--- config.mk ---
export PLATFORM = sky130hd
export DESIGN_NAME = calendar_date_adder
export DESIGN_NICKNAME = d
export VERILOG_FILES = /design/src/rtl/cda_pkg.sv /design/src/rtl/cda_ctrl.sv /design/src/rtl/cda_dpath.sv /design/src/rtl/calendar_date_adder.sv
export VERILOG_INCLUDE_DIRS = /design/src /design/src/rtl
export SDC_FILE = /design/constraint.sdc
export NUM_CORES = 1
export LEC_CHECK = 0
export BUFFER_PORTS_ARGS = -buffer_cell sky130_fd_sc_hd__buf_2
export CAP_MARGIN = 15
export CORE_MARGIN = 4
export CORE_UTILIZATION = 49
export DETAILED_ROUTE_END_ITERATION = 6
export PLACE_DENSITY_LB_ADDON = 0.3
export SYNTH_ARGS = -nofsm -noshare
export SYNTH_HDL_FRONTEND = slang
export SYNTH_SLANG_ARGS = --single-unit
--- constraint.sdc ---
create_clock -name clk -period 36.5 [get_ports clk]
set_input_delay 5.475 -clock clk [delete_from_list [all_inputs] [get_ports clk]]
set_output_delay 5.475 -clock clk [all_outputs]
set_load 0.05 [all_outputs]
--- src/rtl/assert_macros.svh ---
// Assertion macros shared by the calendar date adder modules.
`ifndef ASSERT_MACROS_SVH
`define ASSERT_MACROS_SVH

`ifndef SYNTHESIS

// Check a condition at every clock edge outside reset.
`define ASSERT_ALWAYS(lbl, cond, msg) \
    lbl: assert property (@(posedge clk) disable iff (!rst_n) (cond)) \
        else $error(msg);

// Check that a trigger is followed by a consequence in the next cycle.
`define ASSERT_NEXT(lbl, ante, cons, msg) \
    lbl: assert property (@(posedge clk) disable iff (!rst_n) (ante) |=> (cons)) \
        else $error(msg);

`else

`define ASSERT_ALWAYS(lbl, cond, msg)
`define ASSERT_NEXT(lbl, ante, cons, msg)

`endif

`endif

--- src/rtl/cda_pkg.sv ---
// Package with types, constants and calendar functions of the date adder.
`timescale 1ns / 1ps

package cda_pkg;

    // Operation codes carried in the mode field
    typedef enum logic [1:0] {
        MODE_SET        = 2'd0,
        MODE_ADD_DAYS   = 2'd1,
        MODE_ADD_MONTHS = 2'd2,
        MODE_ADD_YEARS  = 2'd3
    } mode_t;

    // Result status codes
    typedef enum logic [1:0] {
        ST_OK        = 2'd0,
        ST_BAD_MONTH = 2'd1,
        ST_BAD_DAY   = 2'd2,
        ST_BAD_YEAR  = 2'd3
    } status_t;

    // Commands from the controller to the datapath
    typedef struct packed {
        logic load;
        logic step_fwd;
        logic step_bwd;
        logic clamp;
        logic finish;
    } cmd_t;

    // Status from the datapath to the controller
    typedef struct packed {
        logic need_fwd;
        logic need_bwd;
    } sts_t;

    localparam int YEAR_MAX    = 9999;
    localparam int MONTHS      = 12;
    localparam int RESET_DAY   = 1;
    localparam int RESET_MONTH = 1;
    localparam int RESET_YEAR  = 2000;

    localparam logic [3:0] MONTH_JAN = 4'd1;
    localparam logic [3:0] MONTH_FEB = 4'd2;
    localparam logic [3:0] MONTH_DEC = 4'd12;

    // floor(y / 25) = (y * 5243) >> 17, exact for all 14-bit y
    localparam int DIV25_RECIP = 5243;
    localparam int DIV25_SHIFT = 17;
    // floor(u / 3) = (u * 21846) >> 16, exact for all 15-bit u
    localparam int DIV3_RECIP  = 21846;
    // Bias that makes the month offset non-negative before the divide by 12
    localparam int MONTH_BIAS_Q = 2731;
    localparam int MONTH_BIAS   = MONTH_BIAS_Q * MONTHS;

    // Gregorian leap rule: y%400 == 0 iff y%16 == 0 and y%25 == 0
    function automatic logic is_leap(input logic [13:0] y);
        logic [26:0] prod;
        logic [9:0]  quo;
        logic [13:0] rem;
        prod = 27'(y) * 27'(DIV25_RECIP);
        quo  = prod[26:DIV25_SHIFT];
        rem  = y - 14'({4'd0, quo} * 14'd25);
        return (y[1:0] == 2'd0) && ((rem != 14'd0) || (y[3:0] == 4'd0));
    endfunction

    // Days in month m of year y; codes outside 1..12 read as 31
    function automatic logic [4:0] month_len(input logic [3:0] m, input logic [13:0] y);
        logic [4:0] len;
        case (m) inside
            4'd4, 4'd6, 4'd9, 4'd11: len = 5'd30;
            MONTH_FEB:               len = is_leap(y) ? 5'd29 : 5'd28;
            default:                 len = 5'd31;
        endcase
        return len;
    endfunction

endpackage

--- src/rtl/cda_ctrl.sv ---
// Controller state machine of the calendar date adder.
`timescale 1ns / 1ps
`include "assert_macros.svh"

module cda_ctrl
    import cda_pkg::*;
(
    input  logic       clk,
    input  logic       rst_n,
    input  logic       in_valid,
    output logic       in_stall,
    input  logic [1:0] mode,
    output logic       out_valid,
    input  logic       out_stall,
    input  sts_t       sts,
    output cmd_t       cmd
);

    typedef enum logic [3:0] {
        S_IDLE  = 4'b0001,
        S_WALK  = 4'b0010,
        S_CLAMP = 4'b0100,
        S_DONE  = 4'b1000
    } state_t;

    state_t state_reg, state_next;
    logic   out_valid_reg, out_valid_next;

    // Take a word only when no item is in flight
    assign in_stall  = (state_reg != S_IDLE);
    assign out_valid = out_valid_reg;

    // Sequence one item: load, day walk or clamp for adds, then finish
    always_comb
    begin
        state_next = state_reg;
        cmd        = '0;
        unique case (state_reg)
            S_IDLE:
            begin
                if (in_valid)
                begin
                    cmd.load = 1'b1;
                    unique case (mode) inside
                        MODE_SET:                        state_next = S_DONE;
                        MODE_ADD_DAYS:                   state_next = S_WALK;
                        MODE_ADD_MONTHS, MODE_ADD_YEARS: state_next = S_CLAMP;
                    endcase
                end
            end
            S_WALK:
            begin
                if (sts.need_bwd)
                begin
                    cmd.step_bwd = 1'b1;
                end
                else if (sts.need_fwd)
                begin
                    cmd.step_fwd = 1'b1;
                end
                else
                begin
                    state_next = S_DONE;
                end
            end
            S_CLAMP:
            begin
                cmd.clamp  = 1'b1;
                state_next = S_DONE;
            end
            S_DONE:
            begin
                if (!out_valid_reg || !out_stall)
                begin
                    cmd.finish = 1'b1;
                    state_next = S_IDLE;
                end
            end
        endcase
    end

    // Hold the result word until it is taken
    always_comb
    begin
        if (cmd.finish)
        begin
            out_valid_next = 1'b1;
        end
        else
        begin
            out_valid_next = out_valid_reg && out_stall;
        end
    end

    always_ff @(posedge clk or negedge rst_n)
    begin
        if (!rst_n)
        begin
            state_reg     <= S_IDLE;
            out_valid_reg <= 1'b0;
        end
        else
        begin
            state_reg     <= state_next;
            out_valid_reg <= out_valid_next;
        end
    end

    `ASSERT_NEXT(a_busy_after_accept, in_valid && !in_stall, in_stall, "accepted word not held off")
    `ASSERT_ALWAYS(a_finish_free, !cmd.finish || !out_valid_reg || !out_stall, "result overwritten")
    `ASSERT_NEXT(a_result_after_finish, cmd.finish, out_valid, "finished item gave no result")

endmodule

--- src/rtl/cda_dpath.sv ---
// Datapath of the calendar date adder: current date, work registers, result.
`timescale 1ns / 1ps
`include "assert_macros.svh"

module cda_dpath
    import cda_pkg::*;
(
    input  logic        clk,
    input  logic        rst_n,
    input  cmd_t        cmd,
    output sts_t        sts,
    input  logic [1:0]  mode,
    input  logic [15:0] amount,
    input  logic [4:0]  new_day,
    input  logic [3:0]  new_month,
    input  logic [13:0] new_year,
    output logic [4:0]  out_day,
    output logic [3:0]  out_month,
    output logic [13:0] out_year,
    output logic [1:0]  status
);

    // Committed date
    logic [4:0]         cur_day_reg;
    logic [3:0]         cur_month_reg;
    logic [13:0]        cur_year_reg;

    // Work registers
    logic signed [16:0] d_reg, d_next;
    logic [3:0]         m_reg, m_next;
    logic signed [16:0] y_reg, y_next;
    status_t            status_reg, status_next;

    // Result registers
    logic [4:0]         out_day_reg;
    logic [3:0]         out_month_reg;
    logic [13:0]        out_year_reg;
    status_t            out_status_reg;

    logic signed [16:0] amount_ext;
    logic signed [16:0] cur_day_s;
    logic signed [16:0] cur_year_s;

    // Month add: floor division of the month offset by twelve
    logic signed [16:0] mon_off;
    logic [16:0]        mon_biased;
    logic [28:0]        mon_prod;
    logic [12:0]        mon_quo;
    logic [16:0]        mon_rem;

    // Month walk
    logic [4:0]         len_cur;
    logic [3:0]         m_dec;
    logic signed [16:0] y_dec;
    logic [4:0]         len_dec;
    logic [4:0]         len_new;
    logic               set_ok_month;
    logic [4:0]         len_set;
    status_t            final_status;

    assign amount_ext = $signed({amount[15], amount});
    assign cur_day_s  = $signed({12'd0, cur_day_reg});
    assign cur_year_s = $signed({3'd0, cur_year_reg});

    assign mon_off    = $signed({13'd0, cur_month_reg}) - 17'sd1 + amount_ext;
    assign mon_biased = 17'(mon_off) + 17'(MONTH_BIAS);
    assign mon_prod   = 29'(mon_biased[16:2]) * 29'(DIV3_RECIP);
    assign mon_quo    = mon_prod[28:16];
    assign mon_rem    = mon_biased - 17'({4'd0, mon_quo} * 17'd12);

    assign len_cur = month_len(m_reg, y_reg[13:0]);
    assign m_dec   = (m_reg == MONTH_JAN) ? MONTH_DEC : (m_reg - 4'd1);
    assign y_dec   = (m_reg == MONTH_JAN) ? (y_reg - 17'sd1) : y_reg;
    assign len_dec = month_len(m_dec, y_dec[13:0]);
    assign len_new = len_cur;

    assign set_ok_month = (new_month >= MONTH_JAN) && (new_month <= MONTH_DEC);
    assign len_set      = month_len(new_month, new_year);

    // Report which way the day walk still has to go
    assign sts.need_fwd = (d_reg > $signed({12'd0, len_cur}));
    assign sts.need_bwd = (d_reg < 17'sd1);

    // Reject any year outside the calendar range
    always_comb
    begin
        if ((status_reg == ST_OK) && ((y_reg < 17'sd0) || (y_reg > 17'(YEAR_MAX))))
        begin
            final_status = ST_BAD_YEAR;
        end
        else
        begin
            final_status = status_reg;
        end
    end

    // Work register update
    always_comb
    begin
        d_next      = d_reg;
        m_next      = m_reg;
        y_next      = y_reg;
        status_next = status_reg;
        if (cmd.load)
        begin
            d_next      = cur_day_s;
            m_next      = cur_month_reg;
            y_next      = cur_year_s;
            status_next = ST_OK;
            unique case (mode)
                MODE_SET:
                begin
                    if (!set_ok_month)
                    begin
                        status_next = ST_BAD_MONTH;
                    end
                    else if ((new_day == 5'd0) || (new_day > len_set))
                    begin
                        status_next = ST_BAD_DAY;
                    end
                    else if (new_year > 14'(YEAR_MAX))
                    begin
                        status_next = ST_BAD_YEAR;
                    end
                    else
                    begin
                        d_next = $signed({12'd0, new_day});
                        m_next = new_month;
                        y_next = $signed({3'd0, new_year});
                    end
                end
                MODE_ADD_DAYS:
                begin
                    d_next = cur_day_s + amount_ext;
                end
                MODE_ADD_MONTHS:
                begin
                    m_next = mon_rem[3:0] + 4'd1;
                    y_next = cur_year_s + $signed({4'd0, mon_quo}) - 17'(MONTH_BIAS_Q);
                end
                MODE_ADD_YEARS:
                begin
                    y_next = cur_year_s + amount_ext;
                end
            endcase
        end
        else if (cmd.step_fwd)
        begin
            // Advance one month, dropping its length from the day count
            d_next = d_reg - $signed({12'd0, len_cur});
            if (m_reg == MONTH_DEC)
            begin
                m_next = MONTH_JAN;
                y_next = y_reg + 17'sd1;
            end
            else
            begin
                m_next = m_reg + 4'd1;
            end
        end
        else if (cmd.step_bwd)
        begin
            // Step back one month, adding the length of that month
            m_next = m_dec;
            y_next = y_dec;
            d_next = d_reg + $signed({12'd0, len_dec});
        end
        else if (cmd.clamp)
        begin
            // Clamp the day to the length of the new month
            if (d_reg > $signed({12'd0, len_new}))
            begin
                d_next = $signed({12'd0, len_new});
            end
        end
    end

    always_ff @(posedge clk)
    begin
        d_reg      <= d_next;
        m_reg      <= m_next;
        y_reg      <= y_next;
        status_reg <= status_next;
    end

    // Commit an accepted step to the current date
    always_ff @(posedge clk or negedge rst_n)
    begin
        if (!rst_n)
        begin
            cur_day_reg   <= 5'(RESET_DAY);
            cur_month_reg <= 4'(RESET_MONTH);
            cur_year_reg  <= 14'(RESET_YEAR);
        end
        else if (cmd.finish && (final_status == ST_OK))
        begin
            cur_day_reg   <= d_reg[4:0];
            cur_month_reg <= m_reg;
            cur_year_reg  <= y_reg[13:0];
        end
    end

    // Load the result word: stepped date, or current date on an error
    always_ff @(posedge clk)
    begin
        if (cmd.finish)
        begin
            if (final_status == ST_OK)
            begin
                out_day_reg   <= d_reg[4:0];
                out_month_reg <= m_reg;
                out_year_reg  <= y_reg[13:0];
            end
            else
            begin
                out_day_reg   <= cur_day_reg;
                out_month_reg <= cur_month_reg;
                out_year_reg  <= cur_year_reg;
            end
            out_status_reg <= final_status;
        end
    end

    assign out_day   = out_day_reg;
    assign out_month = out_month_reg;
    assign out_year  = out_year_reg;
    assign status    = out_status_reg;

    `ASSERT_ALWAYS(a_cur_date_valid, (cur_month_reg >= MONTH_JAN) && (cur_month_reg <= MONTH_DEC) && (cur_day_reg != 5'd0) && (cur_year_reg <= 14'(YEAR_MAX)), "current date out of range")
    `ASSERT_ALWAYS(a_walk_month, !(cmd.step_fwd || cmd.step_bwd) || ((m_reg >= MONTH_JAN) && (m_reg <= MONTH_DEC)), "month out of range during walk")
    `ASSERT_ALWAYS(a_commit_day, !(cmd.finish && (final_status == ST_OK)) || ((d_reg >= 17'sd1) && (d_reg <= $signed({12'd0, len_cur}))), "committed day beyond month length")

endmodule

--- src/rtl/calendar_date_adder.sv ---
// Top level of the calendar date adder: controller and datapath.
// Sequence: a set-date word goes from load to finish, add months or years passes through
// a clamp step, and add days walks one month boundary per step before the finish.
// Flow: one item at a time; no new word is taken until the current item has finished,
// and an item waits to finish while an untaken result stalls in the output register.
// Reset: asynchronous, active low; date becomes 1 January 2000, no result pending.
`timescale 1ns / 1ps

module calendar_date_adder
    import cda_pkg::*;
(
    input  logic        clk,
    input  logic        rst_n,
    input  logic        in_valid,
    output logic        in_stall,
    input  logic [1:0]  mode,
    input  logic [15:0] amount,
    input  logic [4:0]  new_day,
    input  logic [3:0]  new_month,
    input  logic [13:0] new_year,
    output logic        out_valid,
    input  logic        out_stall,
    output logic [4:0]  out_day,
    output logic [3:0]  out_month,
    output logic [13:0] out_year,
    output logic [1:0]  status
);

    cmd_t cmd;
    sts_t sts;

    cda_ctrl u_ctrl (
        .clk       (clk),
        .rst_n     (rst_n),
        .in_valid  (in_valid),
        .in_stall  (in_stall),
        .mode      (mode),
        .out_valid (out_valid),
        .out_stall (out_stall),
        .sts       (sts),
        .cmd       (cmd)
    );

    cda_dpath u_dpath (
        .clk       (clk),
        .rst_n     (rst_n),
        .cmd       (cmd),
        .sts       (sts),
        .mode      (mode),
        .amount    (amount),
        .new_day   (new_day),
        .new_month (new_month),
        .new_year  (new_year),
        .out_day   (out_day),
        .out_month (out_month),
        .out_year  (out_year),
        .status    (status)
    );

endmodule

# Yosys cells after proc, flatten, opt, wreduce, memory -nomap -nowiden
# Index checks and enable logic that the tools add are counted.
# classes
add_sub_neg	18
n_mul	8
magnitude_cmp	8
n_eq_ne	30
mux	59
n_reduce_logical	41
# op_table
op	n
$mux W17	14
$mul A14 B13 Y27 const B	3
$mux W4	13
$pmux W17 S3	1
$mul A10 B5 Y14 const B	3
$reduce_bool A14 Y1	3
$sub A14 B14 Y14	3
$mux W5	8
$pmux W17 S2	1
$eq A4 B4 Y1 const B	8
$eq A4 B3 Y1 const B	7
$mul A15 B14 Y28 const B	1
$mux W14	2
$add A15 B16 Y17	1
$add A17 B17 Y17 const B	1
$add A17 B2 Y17 const B	1
$add A17 B6 Y17	1
$add A5 B16 Y17	1
$add A6 B16 Y17	1
$gt A17 B15 Y1 const B	1
$gt A17 B6 Y1	1
$lt A17 B1 Y1 const B	1
$lt A17 B2 Y1 const B	1
$sub A17 B13 Y17 const B	1
38 further kinds	86
# word_totals
reg_bits	93
in_bits	45
out_inout_bits	27
wordCells	179

# Logic depth before layout (Yosys ltp)
# Gate-level depths: netlist of the first run.
# logic_depth
ltp_word	16
mapped_depth	54
mapped_depth_nobuf	52

# Modules after synthesis
# From an unflattened synthesis of the first run, not the netlist that was laid out.
# hier_totals
hier_cells	3032
hier_area_um2	27306.2
# by_module_without_submodules
module	instances	cells_each	area_each_um2	seq_area_each_um2
cda_dpath	1	2992	26930.8	2537.4
cda_ctrl	1	40	375.4	126.4

# Worst setup path after synthesis of the first run
# OpenSTA, ideal clock, no wires.
# synth_path
kind	input-to-reg
start	input port new_year[8]
end	register u_dpath.y_reg[8], data pin
setup_time_ns	0.280
t_arrival_ns	14.880
required_time_ns	36.220
slack_ns	21.340
path_stages	48
n_path_buf	2
cell_sequence	ha_1 > inv_1 > fa_1 > inv_1 > fa_1 > inv_1 > fa_1 > fa_1 > inv_1 > ha_1 > a211oi_2 > o21ai_1 > a211o_1 > a41oi_2 > nor2b_1 > o31a_1 > or4_4 > nand2_1 > (+12 left out) > a21oi_1 > o21ai_0 > o22ai_1 > o2111a_1 > a31oi_1 > ha_1 > nand2_1 > nand4_1 > o22ai_1 > nor2b_1 > nand2b_1 > clkbuf_1 > nor2_1 > buf_2 > mux2i_1 > nor2_1 > a21oi_1 > o221ai_1
# synth_via
elab_chain_cells	15
word_cells_on_any_way	17
classes_between	add/sub (1); mul (2); order compare (2); mux (8); reduce/logical (4)
# synth_lines
element	line	source
from (decl)	calendar_date_adder.sv:20	input logic [13:0] new_year,
$mul A14 B13 Y27	cda_pkg.sv:61	prod = 27'(y) * 27'(DIV25_RECIP);
$mul A10 B5 Y14	cda_pkg.sv:63	rem = y - 14'({4'd0, quo} * 14'd25);
$sub A14 B14 Y14	cda_pkg.sv:63	
$reduce_bool A14 Y1	cda_pkg.sv:64	return (y[1:0] == 2'd0) && ((rem != 14'd0) || (y[3:0] == 4'd0));
$logic_or A1 B1 Y1	cda_pkg.sv:64	
$logic_and A1 B1 Y1	cda_pkg.sv:64	
$mux W1	cda_pkg.sv:72	MONTH_FEB: len = is_leap(y) ? 5'd29 : 5'd28;
$mux W5 (2 in series)	cda_pkg.sv:70	case (m) inside
$gt A5 B5 Y1	cda_dpath.sv:117	else if ((new_day == 5'd0) || (new_day > len_set))
$logic_or A1 B1 Y1	cda_dpath.sv:117	
$mux W17 *	cda_dpath.sv:117	
$mux W17 *	cda_dpath.sv:113	if (!set_ok_month)
$pmux W17 S3 *	cda_dpath.sv:110	unique case (mode)
$mux W17 *	cda_dpath.sv:104	if (cmd.load)
net u_dpath.y_next[8]	cda_dpath.sv:31	logic signed [16:0] y_reg, y_next;
to (signal assigned)	cda_dpath.sv:182	y_reg <= y_next;
to (decl)	cda_dpath.sv:31	
# The timed path passes the listed nets; every way through them passes the cells marked *.
# A chain may end at the register's enable or synchronous reset.

# Worst setup path after layout of the first run
# layout_path
start	input port new_year[10]
end	register u_dpath.y_reg[12], data pin
# The elaborated chain is that of the path after synthesis.

==> qor.txt, run 1 <==
DIE
------------------------------------------------------------------------------------------------------
Horizontal die dimension ................................................................       243 µm
IO Pins .................................................................................           72
Core Rows ...............................................................................           85
Full die area ...........................................................................   0.0592 mm²
Area of the core ........................................................................   0.0543 mm²
DIE HEIGHT ..............................................................................       243 µm
Initial standard-cell utilization of the core ...........................................        0.499

PLACE
------------------------------------------------------------------------------------------------------
Placer Congestion .......................................................................        0.954
Port Buffers ............................................................................           71
Half-perimeter wire length after placement ..............................................      61.1 mm
Cell area after placement ...............................................................   0.0284 mm²

GLOBAL ROUTING
------------------------------------------------------------------------------------------------------
Largest net degree at the start of global routing .......................................           48
Overall routing resource usage ..........................................................        0.240
Number of global-route vias before repair ...............................................       22,100
Wire length of the first global-routing pass ............................................       116 mm
Total gr overflow .......................................................................            0
Initial antenna violation count .........................................................            5

FINAL LAYOUT
------------------------------------------------------------------------------------------------------
Post-route standard cell area excluding fillers .........................................   0.0287 mm²
Commonest cells after routing, fill and taps aside ...................................... sky130_fd_sc_hd__ha_1, sky130_fd_sc_hd__inv_1, sky130_fd_sc_hd__fa_1
Area delta synth->final .................................................................        5.83%
Most common cell after layout, fill and taps aside ...................................... sky130_fd_sc_hd__ha_1
Final-stage net count ...................................................................        3,972
Total of fill cells in the finished design ..............................................        4,933
Share of layout cells above drive strength 1 ............................................       0.0604

CRITICAL PATH
------------------------------------------------------------------------------------------------------
Number of cells on the worst reg-to-reg path ............................................           45
Worst path required time ................................................................     36.63 ns
Setup slack, reg-to-reg .................................................................     23.28 ns
Cell with the most instances on the worst path .......................................... sky130_fd_sc_hd__inv_1
Class of the most critical setup path ...................................................       in2reg
Data arrival time at the worst-slack endpoint ...........................................     16.16 ns
Longest individual stage delay on the worst path ........................................      0.55 ns
Standard cell with the maximum stage delay on the critical path ......................... sky130_fd_sc_hd__fa_1
Worst-path maximum fanout ...............................................................           15
Worst Setup Start Kind ..................................................................   input port
Type of element capturing the critical path .............................................    flip-flop

STA
------------------------------------------------------------------------------------------------------
Final number of setup-violating endpoints ...............................................            0
Tcrit/Tclk final ........................................................................        0.439
Worst Skew ..............................................................................    0.0163 ns
Final Hold Violating Endpoints ..........................................................            0
Worst slew slack as a fraction of its limit .............................................        0.289
Max Clk Rate ............................................................................     62.4 MHz
Tightest Pin Transition .................................................................      1.06 ns
Setup total negative slack ..............................................................         0 ns
Final max-slew violation count ..........................................................            0
Min cycle time layout ...................................................................     16.03 ns
RSZ-0062 raised after global routing ....................................................           no

ROUTING
------------------------------------------------------------------------------------------------------
Vias per Instance .......................................................................         5.71
Count of vias placed by the detailed router .............................................       21,600
Post-Route WL ...........................................................................      71.8 mm
First-pass DRT Iterations ...............................................................            5
Post-route antenna net violation count ..................................................            0
Mean routed wirelength per cell .........................................................      19.0 µm
Number of DRC markers in iteration 0 ....................................................        1,442
Number of remaining DRC errors ..........................................................            0

LOGIC SYNTHESIS
------------------------------------------------------------------------------------------------------
Fraction of synthesized area in multiplexers ............................................       0.0217
Area of the mapped netlist ..............................................................   0.0271 mm²
Sequential-to-total area share from yosys stat ..........................................       0.0983
Post-synthesis register bit count .......................................................           93
Number of flops mapped to enable cells by yosys .........................................           65
Post-synthesis cell type count ..........................................................           89
Share of async-settable or async-resettable flops after synthesis .......................        0.301
Predominant post-synthesis flop cell .................................................... sky130_fd_sc_hd__edfxtp_1
Simple-Gate Fraction of Synth Area ......................................................        0.103
Largest family of logic cells by synthesized area .......................................  adder cells
Xor-xnor portion of the synthesized cell area ...........................................       0.0594
Synthesized area per cell ...............................................................     9.13 µm²
Adder-cell area share of the yosys netlist ..............................................        0.499
Number of warnings printed during yosys synthesis .......................................            0
Synth Area in Compound Gates ............................................................        0.130
Net count after synthesis ...............................................................        3,919
Syn Inst Count ..........................................................................        2,971

CTS
------------------------------------------------------------------------------------------------------
H-tree Lvls .............................................................................            3
Gates resized, CTS repair ...............................................................            0
CTS Hold Buffers Added ..................................................................            0
Post-CTS Setup Repair Bufs ..............................................................            0
Clock buffers created by TritonCTS ......................................................            9
Clock root cell ......................................................................... sky130_fd_sc_hd__clkbuf_16
Max Root-Sink Buffers ...................................................................            2
Number of sinks driven by the clock tree ................................................           93
Clock latency reported for the late side of the worst-skew pair .........................      0.38 ns
Clock transition at the register clock pins on the worst setup and hold paths after CTS .      0.08 ns
CTS tree ................................................................................        built

STATUS
------------------------------------------------------------------------------------------------------
Result of the run ....................................................................... finished clean

FLOW RUN
------------------------------------------------------------------------------------------------------
Max-cap check violation count ...........................................................            0

HOLD PATH
------------------------------------------------------------------------------------------------------
Worst hold path stage count .............................................................            2
Worst min-delay path category ...........................................................      reg2reg

[through the flow]
stage                     setup slack, ns  hold slack [ns]   util  cells
after global placement              20.51            0.496  0.522   3752
after floorplan                     21.34            0.476      -   2971
after global routing                19.90            0.538  0.528   3771
after CTS                           20.55            0.522  0.528   3768
final                               20.47            0.518  0.528   3772
after detailed placement            20.24            0.512  0.522   3752
[logic make-up after synthesis]
family,after synthesis
adders and majority gates,903
buffers and inverters,642
and+or+nand+nor,561
AOI/OAI and AO/OA,535
xor gates and xnor gates,183
DFF,93
muxes,54
[synthesized netlist by cell type, types with 7 or more instances]
cell	n	area, µm²
sky130_fd_sc_hd__a211o_1	8	70.1
sky130_fd_sc_hd__a211oi_1	16	120
sky130_fd_sc_hd__a21boi_0	10	75.1
sky130_fd_sc_hd__a21o_1	24	180
sky130_fd_sc_hd__a21oi_1	122	611
sky130_fd_sc_hd__a221oi_1	11	96.3
sky130_fd_sc_hd__a22oi_1	9	67.6
sky130_fd_sc_hd__a31oi_1	15	93.8
sky130_fd_sc_hd__and2_1	11	68.8
sky130_fd_sc_hd__and3_1	28	175
sky130_fd_sc_hd__buf_1	7	26.3
sky130_fd_sc_hd__clkbuf_1	37	139
sky130_fd_sc_hd__dfrtp_1	19	475
sky130_fd_sc_hd__dfstp_2	9	236
sky130_fd_sc_hd__edfxtp_1	65	1950
sky130_fd_sc_hd__fa_1	297	5950
sky130_fd_sc_hd__ha_1	606	7580
sky130_fd_sc_hd__inv_1	592	2220
sky130_fd_sc_hd__mux2_2	29	327
sky130_fd_sc_hd__mux2i_1	24	240
sky130_fd_sc_hd__nand2_1	142	533
sky130_fd_sc_hd__nand2b_1	31	194
sky130_fd_sc_hd__nand3_1	51	255
sky130_fd_sc_hd__nand4_1	15	93.8
sky130_fd_sc_hd__nor2_1	145	544
sky130_fd_sc_hd__nor2b_1	21	131
sky130_fd_sc_hd__nor3_1	43	215
sky130_fd_sc_hd__nor3b_1	7	52.6
sky130_fd_sc_hd__nor4_1	10	62.6
sky130_fd_sc_hd__o211ai_1	25	188
sky130_fd_sc_hd__o21a_1	25	188
sky130_fd_sc_hd__o21ai_0	132	661
sky130_fd_sc_hd__o21ai_1	9	45.0
sky130_fd_sc_hd__o21bai_1	20	150
sky130_fd_sc_hd__o221ai_1	7	61.3
sky130_fd_sc_hd__o22ai_1	29	181
sky130_fd_sc_hd__or2_2	7	43.8
sky130_fd_sc_hd__or3_1	15	93.8
sky130_fd_sc_hd__xnor2_1	122	1070
sky130_fd_sc_hd__xor2_1	60	526
[layout make-up]
cell class | count | area [µm²] | share of cell area
Antenna cell | 4 | 10.0 | 0.000349
Clock buffer | 9 | 225 | 0.00785
Clock inverter | 7 | 92.6 | 0.00323
Inverter | 592 | 2220 | 0.0774
Multi-Input combinational cell | 2236 | 22000 | 0.768
Sequential cell | 93 | 2660 | 0.0928
Tap cell | 739 | 925 | 0.0322
Timing Repair Buffer | 92 | 513 | 0.0179
[critical path, delay by kind of cell]
kind / cells / cell delay, ns
AOI/OAI and AO/OA: 15 / 3.03
xor gates and xnor gates: 1 / 0.12
adders and majority gates: 11 / 4.64
buffers and inverters: 9 / 0.81
muxes: 1 / 0.23
and+or+nand+nor: 10 / 1.86
[metal layers]
metal  part of all wire  GRT usage
met5            0.00028          0
met4              0.033     0.0779
met3              0.055     0.0228
met2               0.48      0.412
met1               0.43      0.320
[path summary, 6_finish.rpt]
check | from | end
min in group asynchronous | rst_n | u_dpath.cur_day_reg[3]
setup / recovery | new_year[10] | u_dpath.y_reg[12]
setup reg to reg | u_dpath.y_reg[1] | u_dpath.d_reg[14]
hold reg to reg | u_dpath.cur_month_reg[0] | u_dpath.cur_month_reg[0]
hold / removal | u_dpath.cur_month_reg[0] | u_dpath.cur_month_reg[0]
max in group asynchronous | rst_n | u_dpath.cur_year_reg[11]
Power of run 1 is left out: the tool's default activity adds up to more than one toggle a clock period on the data nets, which glitch-free logic cannot reach.
==> inputs of run 2 (changes only) <==
==> constraint.sdc (replaced) <==
create_clock -name clk -period 16.4 [get_ports clk]
set_input_delay 2.46 -clock clk [delete_from_list [all_inputs] [get_ports clk]]
set_output_delay 2.46 -clock clk [all_outputs]
set_load 0.05 [all_outputs]
==> run 2 against run 1 <==
  * The run now ends with DRC left
  * Critical path depth shrank 3
  * Clock skew is 0.0016 ns lower
  * Core utilization hardly changed
  * Largest cell class unchanged
==> qor.txt, run 2 (synthesis gave the netlist of run 1 again) <==
STATUS
------------------------------------------------------------------------------------------------------
Result of the run ....................................................................... finished, violations left
Violations in the final reports .........................................................          DRC

FINAL LAYOUT
------------------------------------------------------------------------------------------------------
Total of fill cells in the finished design ..............................................        4,997
Final-stage net count ...................................................................        3,972
Share of the core filled with cells .....................................................        0.528
Most common cell after layout, fill and taps aside ...................................... sky130_fd_sc_hd__ha_1
Share of layout cells above drive strength 1 ............................................       0.0604
Area delta synth->final .................................................................        5.82%
Commonest cells after routing, fill and taps aside ...................................... sky130_fd_sc_hd__ha_1, sky130_fd_sc_hd__inv_1, sky130_fd_sc_hd__fa_1

CTS
------------------------------------------------------------------------------------------------------
CTS tree ................................................................................        built
CTS Hold Buffers Added ..................................................................            0
Clock latency reported for the late side of the worst-skew pair .........................      0.37 ns
Max Root-Sink Buffers ...................................................................            2
Gates resized, CTS repair ...............................................................            0
Clock root cell ......................................................................... sky130_fd_sc_hd__clkbuf_16
Clock buffers created by TritonCTS ......................................................            9
H-tree Lvls .............................................................................            3
Post-CTS Setup Repair Bufs ..............................................................            0
Clock transition at the register clock pins on the worst setup and hold paths after CTS .      0.08 ns
Number of sinks driven by the clock tree ................................................           93

PLACE
------------------------------------------------------------------------------------------------------
Placer Congestion .......................................................................        0.953
Half-perimeter wire length after placement ..............................................      61.2 mm
Port Buffers ............................................................................           71

STA
------------------------------------------------------------------------------------------------------
RSZ-0062 raised after global routing ....................................................           no
Min cycle time layout ...................................................................     13.27 ns
Final number of setup-violating endpoints ...............................................            0
Max Clk Rate ............................................................................     75.4 MHz
Worst slew slack as a fraction of its limit .............................................        0.250
Setup total negative slack ..............................................................         0 ns
Final Hold Violating Endpoints ..........................................................            0
Worst Skew ..............................................................................    0.0147 ns
Tightest Pin Transition .................................................................      1.12 ns
Tcrit/Tclk final ........................................................................        0.809
Final max-slew violation count ..........................................................            0

DIE
------------------------------------------------------------------------------------------------------
Core Rows ...............................................................................           85
Initial standard-cell utilization of the core ...........................................        0.499
IO Pins .................................................................................           72
Full die area ...........................................................................   0.0592 mm²
Horizontal die dimension ................................................................       243 µm
DIE HEIGHT ..............................................................................       243 µm
Area of the core ........................................................................   0.0543 mm²

ROUTING
------------------------------------------------------------------------------------------------------
Number of remaining DRC errors ..........................................................            4
Mean routed wirelength per cell .........................................................      19.1 µm
Post-Route WL ...........................................................................      71.9 mm
First-pass DRT Iterations ...............................................................            7
Number of DRC markers in iteration 0 ....................................................        1,586
Vias per Instance .......................................................................         5.74
Count of vias placed by the detailed router .............................................       21,600
Post-route antenna net violation count ..................................................            0

GLOBAL ROUTING
------------------------------------------------------------------------------------------------------
Total gr overflow .......................................................................            0
Overall routing resource usage ..........................................................        0.240
Initial antenna violation count .........................................................            6
Largest net degree at the start of global routing .......................................           48
Number of global-route vias before repair ...............................................       22,100
Wire length of the first global-routing pass ............................................       116 mm

CRITICAL PATH
------------------------------------------------------------------------------------------------------
Class of the most critical setup path ...................................................      reg2reg
Worst path required time ................................................................     16.50 ns
Longest individual stage delay on the worst path ........................................      0.87 ns
Type of element capturing the critical path .............................................    flip-flop
Worst Setup Start Kind ..................................................................    flip-flop
Cell with the most instances on the worst path .......................................... sky130_fd_sc_hd__inv_1
Standard cell with the maximum stage delay on the critical path ......................... sky130_fd_sc_hd__xnor2_1
Worst-path maximum fanout ...............................................................           10
Data arrival time at the worst-slack endpoint ...........................................     13.37 ns

FLOW RUN
------------------------------------------------------------------------------------------------------
Max-cap check violation count ...........................................................            0

HOLD PATH
------------------------------------------------------------------------------------------------------
Worst min-delay path category ...........................................................      reg2reg

-- run 2: cell count changes in the layout (fill, tap and decap cells not counted) --
cell	change
sky130_fd_sc_hd__diode_2	-1
-- run 2: through the flow --
stage               worst slack (ns)  hold WS (ns)  std cells  cell area (µm²)
finish                          3.13         0.532       3771            28700
global route                    2.34         0.547       3771            28700
CTS                             3.26         0.533       3768            28700
detailed placement              3.14         0.519       3752            28400
global placement                3.42         0.497       3752            28400
floorplan                       4.25         0.476       2971            27100
-- run 2: worst paths after layout --
path | cells past startpoint | end | startpoint | slack [ns]
min in group asynchronous | 1 | u_dpath.cur_day_reg[3] | rst_n | 2.17
setup reg to reg | 44 | u_dpath.d_reg[14] | u_dpath.y_reg[3] | 3.13
max in group asynchronous | 1 | u_dpath.cur_year_reg[2] | rst_n | 13.71
hold reg to reg | 2 | u_dpath.cur_month_reg[0] | u_dpath.cur_month_reg[0] | 0.53
hold / removal | 2 | u_dpath.cur_month_reg[0] | u_dpath.cur_month_reg[0] | 0.53
setup / recovery | 44 | u_dpath.d_reg[14] | u_dpath.y_reg[3] | 3.13
-- run 2: area by class of cell --
class                   instances  area (µm²)  area share
multi-input cells            2236       22000       0.768
flip-flops and latches         93        2660      0.0928
inverters                     592        2220      0.0775
well taps                     739         925      0.0322
repair buffers                 92         513      0.0179
clock buffers                   9         225     0.00785
clock inverters                 7        92.6     0.00323
diodes                          3        7.51    0.000262
-- run 2: worst max-delay path, delay by kind of cell (launching register included) --
family	cells	cell delay (ns)
buf+inv	7	1.26
xor+xnor	4	1.56
fa+ha+maj	12	4.75
flops	1	0.62
compound gates	14	3.03
simple gates	7	1.77
-- run 2: layer usage --
metal | routed length, µm | vias to the layer above | part of all wire | GRT usage
li1 | - | 10200 | - | -
met1 | 30800 | 10700 | 0.43 | 0.318
met2 | 34500 | 651 | 0.48 | 0.413
met3 | 4010 | 127 | 0.056 | 0.0237
met4 | 2500 | 4 | 0.035 | 0.0810
met5 | 21 | - | 0.00029 | 0
Power of run 2 is left out for the same reason.
==> inputs of run 3 (changes only) <==
==> constraint.sdc (replaced) <==
create_clock -name clk -period 11.65 [get_ports clk]
set_input_delay 1.7475 -clock clk [delete_from_list [all_inputs] [get_ports clk]]
set_output_delay 1.7475 -clock clk [all_outputs]
set_load 0.05 [all_outputs]
==> run 3 against run 2 <==
  * The flow now finishes without violations
  * Clock skew rose by 0.0029 ns
  * Via count rose by 3.7%
  * Global-route usage rose by 1.2 points
  * Core utilization rose by 4.6 points
  * Sequential share of layout area fell by 0.74 points
  * Count of clock-buffer cells in the layout did not move
  * Routed wire length rose by 6.7%
  * Cell area rose by 8.6%
  * Die area did not move
  * Cell count rose by 6.3%
  * Non-clock buffer count rose by 241
  * Critical path depth fell by 5
  * Largest cell class unchanged
==> qor.txt, run 3 (synthesis gave the netlist of run 1 again) <==
CRITICAL PATH
------------------------------------------------------------------------------------------------------
Longest individual stage delay on the worst path ........................................      0.55 ns
Type of element capturing the critical path .............................................    flip-flop
Worst path required time ................................................................     11.85 ns
Crit-path leading delay family ..........................................................  adder cells
Worst Setup Start Kind ..................................................................   input port
Critical path buffers and inverters .....................................................            5
Crit. path cell count ...................................................................           39
Worst-path maximum fanout ...............................................................            3
Data arrival time at the worst-slack endpoint ...........................................     11.53 ns
Class of the most critical setup path ...................................................       in2reg
Standard cell with the maximum stage delay on the critical path ......................... sky130_fd_sc_hd__fa_1
Number of cells on the worst reg-to-reg path ............................................           49

GLOBAL ROUTING
------------------------------------------------------------------------------------------------------
Total gr overflow .......................................................................            0
Number of global-route vias before repair ...............................................       23,100
Overall routing resource usage ..........................................................        0.252
Wire length of the first global-routing pass ............................................       121 mm
Largest net degree at the start of global routing .......................................           48
Initial antenna violation count .........................................................            0

CTS
------------------------------------------------------------------------------------------------------
CTS tree ................................................................................        built
Clock latency reported for the late side of the worst-skew pair .........................      0.36 ns
H-tree Lvls .............................................................................            3
Clock root cell ......................................................................... sky130_fd_sc_hd__clkbuf_16
Clock transition at the register clock pins on the worst setup and hold paths after CTS .      0.07 ns
Number of sinks driven by the clock tree ................................................           93
Max Root-Sink Buffers ...................................................................            2
CTS Hold Buffers Added ..................................................................            0
Clock buffers created by TritonCTS ......................................................            9

STA
------------------------------------------------------------------------------------------------------
Worst Skew ..............................................................................    0.0176 ns
Final number of setup-violating endpoints ...............................................            0
Max Clk Rate ............................................................................     88.3 MHz
Min cycle time layout ...................................................................     11.33 ns
Final Hold Violating Endpoints ..........................................................            0
Setup total negative slack ..............................................................         0 ns
Hold Slack ..............................................................................     0.520 ns
Worst slew slack as a fraction of its limit .............................................        0.237
Tightest Pin Transition .................................................................      1.13 ns
Tcrit/Tclk final ........................................................................        0.973
Final max-slew violation count ..........................................................            0

FINAL LAYOUT
------------------------------------------------------------------------------------------------------
Commonest cells after routing, fill and taps aside ...................................... sky130_fd_sc_hd__ha_1, sky130_fd_sc_hd__inv_1, sky130_fd_sc_hd__fa_1
N_diodes ................................................................................            0
Area delta synth->final .................................................................        14.9%
Total of fill cells in the finished design ..............................................        4,785
Most common cell after layout, fill and taps aside ...................................... sky130_fd_sc_hd__ha_1
Share of layout cells above drive strength 1 ............................................        0.163
Final-stage net count ...................................................................        4,213
Post-route standard cell area excluding fillers .........................................   0.0312 mm²

ROUTING
------------------------------------------------------------------------------------------------------
Count of vias placed by the detailed router .............................................       22,400
Number of DRC markers in iteration 0 ....................................................        1,353
Post-Route WL ...........................................................................      76.7 mm
Mean routed wirelength per cell .........................................................      19.1 µm
Number of remaining DRC errors ..........................................................            0
First-pass DRT Iterations ...............................................................            7
Vias per Instance .......................................................................         5.59
Post-route antenna net violation count ..................................................            0

PLACE
------------------------------------------------------------------------------------------------------
Placer Congestion .......................................................................        0.961
Cell area after placement ...............................................................   0.0300 mm²
Half-perimeter wire length after placement ..............................................      65.2 mm
Port Buffers ............................................................................           71

DIE
------------------------------------------------------------------------------------------------------
Core Rows ...............................................................................           85
Initial standard-cell utilization of the core ...........................................        0.499
Full die area ...........................................................................   0.0592 mm²
Horizontal die dimension ................................................................       243 µm
DIE HEIGHT ..............................................................................       243 µm
Area of the core ........................................................................   0.0543 mm²
IO Pins .................................................................................           72

FLOW RUN
------------------------------------------------------------------------------------------------------
Max-cap check violation count ...........................................................            0

HOLD PATH
------------------------------------------------------------------------------------------------------
Worst hold path stage count .............................................................            2
Worst min-delay path category ...........................................................      reg2reg

STATUS
------------------------------------------------------------------------------------------------------
Result of the run ....................................................................... finished clean

## run 3: changes by cell type in the layout (fill, tap and decap cells not counted), moves of 10 or more
| cell | change |
|---|---|
| sky130_fd_sc_hd__ha_1 | -21 |
| sky130_fd_sc_hd__buf_4 | +233 |
| sky130_fd_sc_hd__inv_2 | +15 |
| sky130_fd_sc_hd__inv_1 | -17 |
| sky130_fd_sc_hd__a21oi_2 | +13 |
| sky130_fd_sc_hd__ha_4 | +14 |
| sky130_fd_sc_hd__o21ai_0 | -17 |
| sky130_fd_sc_hd__o21ai_1 | +12 |
| sky130_fd_sc_hd__xnor2_1 | -10 |
| sky130_fd_sc_hd__a21oi_1 | -14 |
## run 3: area by class of cell
type                    count  area [µm²]  share of cell area
clock buffers               9         225             0.00723
clock inverters             7        62.6             0.00201
inverters                 592        2230              0.0715
multi-input cells        2236       22600               0.727
flip-flops and latches     93        2660              0.0855
well taps                 739         925              0.0297
repair buffers            333        2410              0.0774
## run 3: worst paths after layout
| check | slack [ns] | start | end |
|---|---|---|---|
| worst max-delay path | 0.32 | amount[2] | u_dpath.y_reg[15] |
| min in group asynchronous | 1.46 | rst_n | u_dpath.cur_day_reg[3] |
| max in group asynchronous | 9.67 | rst_n | u_dpath.cur_year_reg[13] |
| worst min register to register | 0.52 | u_dpath.cur_month_reg[0] | u_dpath.cur_month_reg[0] |
| worst min-delay path | 0.52 | u_dpath.cur_month_reg[0] | u_dpath.cur_month_reg[0] |
| worst max register to register | 0.48 | u_dpath.y_reg[2] | u_dpath.d_reg[15] |
## run 3: per-stage QoR
step / util / setup WS (ns) / instances
after global routing: 0.573 / -0.0361 / 4009
final: 0.573 / 0.319 / 4009
after floorplan: - / 0.108 / 2971
after CTS: 0.557 / 0.00637 / 3976
after detailed placement: 0.551 / -0.496 / 3960
after global placement: 0.551 / -0.253 / 3960
## run 3: repair_timing
item / CTS / global route
cloned: 0 / 1
setup buffers: 0 / 31
endpoints found under the hold margin: 0 / 0
endpoints found under the setup margin: 5 / 72
resized for setup: 6 / 160
pin swaps: 0 / 96
## run 3: worst reg2reg max path, delay by kind of cell, from the launching register on
family / cells / cell delay [ns]
DFF: 1 / 0.46
AOI/OAI and AO/OA: 15 / 2.97
xor gates and xnor gates: 3 / 0.59
buffers and inverters: 9 / 0.99
adders and majority gates: 12 / 4.42
and+or+nand+nor: 10 / 1.48
## run 3: per-layer routing
layer,track usage,part of all wire
met5,0,0
met4,0.0794,0.033
met3,0.0211,0.045
met2,0.435,0.49
met1,0.338,0.44
Power of run 3 is left out for the same reason.
